[src/lope_mul.sv]
// ----------------------------------------------------------------------------
// lope_mul: shared multiplier
// unsigned 32 x 32 multiply with a registered 64 bit product
// ----------------------------------------------------------------------------
module lope_mul (
    input  logic        i_clk,
    input  logic [31:0] i_a,
    input  logic [31:0] i_b,
    output logic [63:0] o_p
);

    logic [63:0] r_p;

    always_ff @(posedge i_clk) begin
        r_p <= {32'd0, i_a} * {32'd0, i_b};
    end

    assign o_p = r_p;

endmodule

[config.mk]
export PLATFORM = sky130hd
export DESIGN_NAME = lope_mul
export DESIGN_NICKNAME = d
export VERILOG_FILES = /design/src/lope_mul.sv
export SDC_FILE = /design/constraint.sdc
export NUM_CORES = 2
export LEC_CHECK = 0
export BUFFER_PORTS_ARGS = -buffer_cell sky130_fd_sc_hd__buf_4
export CELL_PAD_IN_SITES_DETAIL_PLACEMENT = 1
export CELL_PAD_IN_SITES_GLOBAL_PLACEMENT = 2
export CORE_UTILIZATION = 38
export CTS_CLUSTER_DIAMETER = 80
export DETAILED_ROUTE_END_ITERATION = 10
export PLACE_DENSITY_LB_ADDON = 0.1
export REMOVE_ABC_BUFFERS = 1
export SYNTH_ARGS = -nofsm -noshare
export SYNTH_HDL_FRONTEND = slang
export SYNTH_SLANG_ARGS = --single-unit
[constraint.sdc]
create_clock -name i_clk -period 7.7 [get_ports i_clk]
set_clock_uncertainty 0.15 [all_clocks]
set_input_delay 0.77 -clock i_clk [delete_from_list [all_inputs] [get_ports i_clk]]
set_output_delay 0.77 -clock i_clk [all_outputs]
set_load 0.02 [all_outputs]
-- After elaboration in Yosys (flattened, before gate mapping)
Index checks and enable logic that the tools add are counted.
- register bits: 64
- input bits: 65
- output and inout port bits: 64
- word-level logic and storage cells: 2
- multiply operators: 1
- operators by type and width (cell ; count):
    $mul A32 B32 Y64 ; 1

-- Logic depth before layout (Yosys ltp)
- depth after elaboration: 1
- depth in mapped cells: 29

-- Least setup slack after synthesis
OpenSTA, ideal clock, no wires.
- path type: input to register
- start: input port i_a[25]
- end: register r_p[62] (netlist: o_p[62])
- setup time: 0.072 ns
- data arrival time: 7.451 ns
- required time: 7.478 ns
- slack: 0.027 ns
- stages on the path: 25
- path through: clkbuf_1 -> nand2_1 -> fa_1 -> inv_1 -> fa_1 -> inv_1 -> fa_1 -> inv_1 -> fa_1 -> fa_1 -> fa_1 -> fa_1 -> inv_1 -> fa_1 -> inv_1 -> ha_1 -> buf_2 -> nand4_1 -> or4_1 -> or3_1 -> a31oi_1 -> a31o_2 -> a211oi_1 -> o21ai_1 -> xor2_1
- word-level cells in the longest chain between the ends: 1
- RTL lines (element ; line ; source):
    start, declared ; 7 ; input logic [31:0] i_a,
    $mul A32 B32 Y64 ; 15 ; r_p <= {32'd0, i_a} * {32'd0, i_b};
    end signal, assigned ; 15 ;
    end, declared ; 12 ; logic [63:0] r_p;
Every way passes these cells.

-- Worst setup path in the final report
- start: input port i_a[23]
- end: register r_p[57] (netlist: o_p[57])
Same word-level chain as after synthesis.

==> results.md <==
* Die height at 304 um
* Critical path origin: i_a[23]
* Post-synth EDFFs at 0
* Outcome: complete, no violations
* Max-cap violations at 0
* Clock transition time at the flip-flop clock pins of the worst setup and hold paths at 60 ps
* First-pass GRT wire length at 185 mm
* Pin count of the biggest net entering global routing at 32
* NumNets Final at 5,269
* Setup-violating endpoint count in the final report at 0
* Transition at the pin with the smallest max-transition slack at 588 ps
* HPWL after detailed placement at 103 mm
* Top fanout value on the critical path at 10
* End point of the critical path: o_p[57]
* Max clock buf depth at 2
* Die area at 92,500 um2
* Highest achievable clock rate at 0.130 GHz
* Final worst hold slack at 835 ps
* Pins Over Slew Limit at 0
* Worst slew margin at 60.4%
* Number of buffers added to fix hold violations after cts at 0
* Clock H-tree levels at 3
* Endpoint arrival time on the critical path at 7760 ps
* Post-DR wirelength/cell at 22.8 um
* Async SR Flop Fraction at 0%
* Fraction of final layout cells sized beyond drive strength 1 at 16.0%
* Area of the mapped netlist at 34,700 um2
* Critical Path Source Type: input port
* Clock tree from TritonCTS: built
* Cell taking the most area after synthesis: fa_1
* Routed vias at 26,000
* Post-synthesis cell type count at 57
* Number of flip-flops in the largest register at 64
* Fin crit share at 99.5%
* 1st-iter DRT viols at 1,213
* Standard cell core area at 90,100 um2
* Area share of the largest cell type after synthesis at 51.7%
* Proportion of synthesized chip area in sequential cells at 3.69%
* Dominant synthesized flop cell: dfxtp_1
* Number of antenna violations at the first check in global routing at 9
* CP endpoint kind: register
* Row cnt at 110
* Number of sinks handled by clock tree synthesis at 64
* DRC violation count after routing at 0
* DRT Pass-1 Iters at 5
* Yosys reg bits at 64
* Instance count of the mapped netlist at 3,748
* Setup repair after global routing missed its margin: yes
* Root Buffer Master: clkbuf_16
* Endpoint required time on the critical path at 7800 ps
* Most frequent cell after synthesis: fa_1
* Via count of the first global-routing pass at 30,900
* Commonest cells in the synthesized netlist: fa_1, inv_1, and2_1
* Routed wire length at 119 mm
* Time the final worst path needs with I/O delays and setup at 7660 ps
* GPL Wtd Cong at 0.890
* Boundary Pins at 129
* HP Class: input port to register
* Mean area per synthesized cell at 9.25 um2
* Via/cell ratio at 4.97
* Yosys warnings at 0
* Width of the chip at 304 um
* Global-route total usage across every layer at 26.2%
* Category of the critical setup timing path: input port to register
* Number of nets with antenna violations after detailed routing at 0
* Cell types occupying the most area after synthesis: fa_1, and2_1, ha_1, inv_1, nand2_1
* PortBufs at 128
* Number of buffers created by CTS at 9
* Overflow left after global routing at 0
* Post-synthesis to final-layout area growth at 18.0%
* Initial standard-cell utilization of the core at 38.5%
* Hold Violations, Final at 0
metrics by stage:
stage | worst slack (ps) | utilization (%) | setup TNS [ps] | std cells | area, um2
after floorplan | 311 | - | 0 | 3528 | 33800
after global placement | -674 | 43.6 | -13430 | 5189 | 39300
after detailed placement | -748 | 43.6 | -15850 | 5189 | 39300
after CTS | -10.1 | 44.4 | -10.1 | 5205 | 40000
after global routing | -120 | 45.4 | -766 | 5226 | 40900
final | 35.6 | 45.4 | 0 | 5228 | 40900
how the worst min path moves through the flow:
stage                          to  startpoint  depth (start not counted)
final                      o_p[0]      i_a[0]                          3
after global routing       o_p[0]      i_a[0]                          3
after CTS                  o_p[0]      i_a[0]                          3
after detailed placement  o_p[38]     o_p[38]                          1
after global placement    o_p[28]     o_p[28]                          1
after floorplan            o_p[0]      i_a[0]                          1
cells by family (layout without fill, tap and decap cells):
kind of cell / after synthesis / count (layout) / share of synthesized area [%]
AO/OA/AOI/OAI: 202 / 202 / 4.15
XOR/XNOR: 60 / 60 / 1.52
adder cells (fa/ha/maj): 1159 / 1159 / 61.2
buffers and inverters: 1085 / 1387 / 11.8
flip-flops: 64 / 64 / 3.69
multiplexers: 1 / 1 / 0.0289
other: 0 / 2 / 0
AND/OR/NAND/NOR: 1177 / 1177 / 17.6
area by class of cell:
type	instances	area (um2)
Inverter	865	3250
Fill cell	10200	49200
Clock buffer	11	243
Tap cell	1176	1470
Clock inverter	5	104
Sequential cell	64	1280
Antenna cell	2	5.00
Multi-Input combinational cell	2599	29900
Timing Repair Buffer	506	4620
per-layer routing:
metal,GRT usage [%],vias up,part of all wire (%)
met1,35.4,14000,45
met3,1.62,116,2.5
met5,0,-,0.011
met2,46.5,429,51
met4,5.15,2,2.0
li1,-,11400,-
placed cells by master, fill, tap and decap left out, drive strengths merged, types with 3 or more instances in the layout:
cell / Yosys / layout
a211oi: 3 / 3
a21boi: 3 / 3
a21o: 40 / 40
a21oi: 66 / 66
a221o: 4 / 4
a221oi: 4 / 4
a31oi: 12 / 12
and2: 602 / 602
and3: 14 / 14
and4: 3 / 3
buf: 7 / 500
bufinv: 0 / 3
clkbuf: 213 / 17
dfxtp: 64 / 64
fa: 896 / 896
ha: 263 / 263
inv: 865 / 865
nand2: 480 / 480
nand3: 10 / 10
nand4: 23 / 23
nor2: 20 / 20
nor3: 7 / 7
o21a: 9 / 9
o21ai: 26 / 26
o21bai: 11 / 11
o221ai: 3 / 3
o31ai: 5 / 5
or2: 3 / 3
or3: 3 / 3
or4: 3 / 3
xnor2: 35 / 35
xor2: 25 / 25
critical path, stage by stage:
cell and delay (ps):
buf_4 160, buf_12 150, and2_1 170, fa_1 540
inv_1 60, fa_2 530, fa_1 440, fa_1 560
inv_1 50, fa_1 480, fa_1 570, fa_1 430
fa_1 500, ha_4 300, buf_4 140, nand4_1 180
or2_4 300, o221a_4 250, o31ai_4 60, buf_12 160
a221oi_4 80, o31ai_4 280, buf_12 160, nor4_4 50
a311oi_2 340
timing repair:
item	CTS	global route
gates cloned	0	6
setup endpoints to repair	24	25
pin swaps	41	106
resized for setup	76	137
setup buffers	3	16
Power is left out: the tool's default activity adds up to more than one toggle a clock period on the data nets, which glitch-free logic cannot reach.
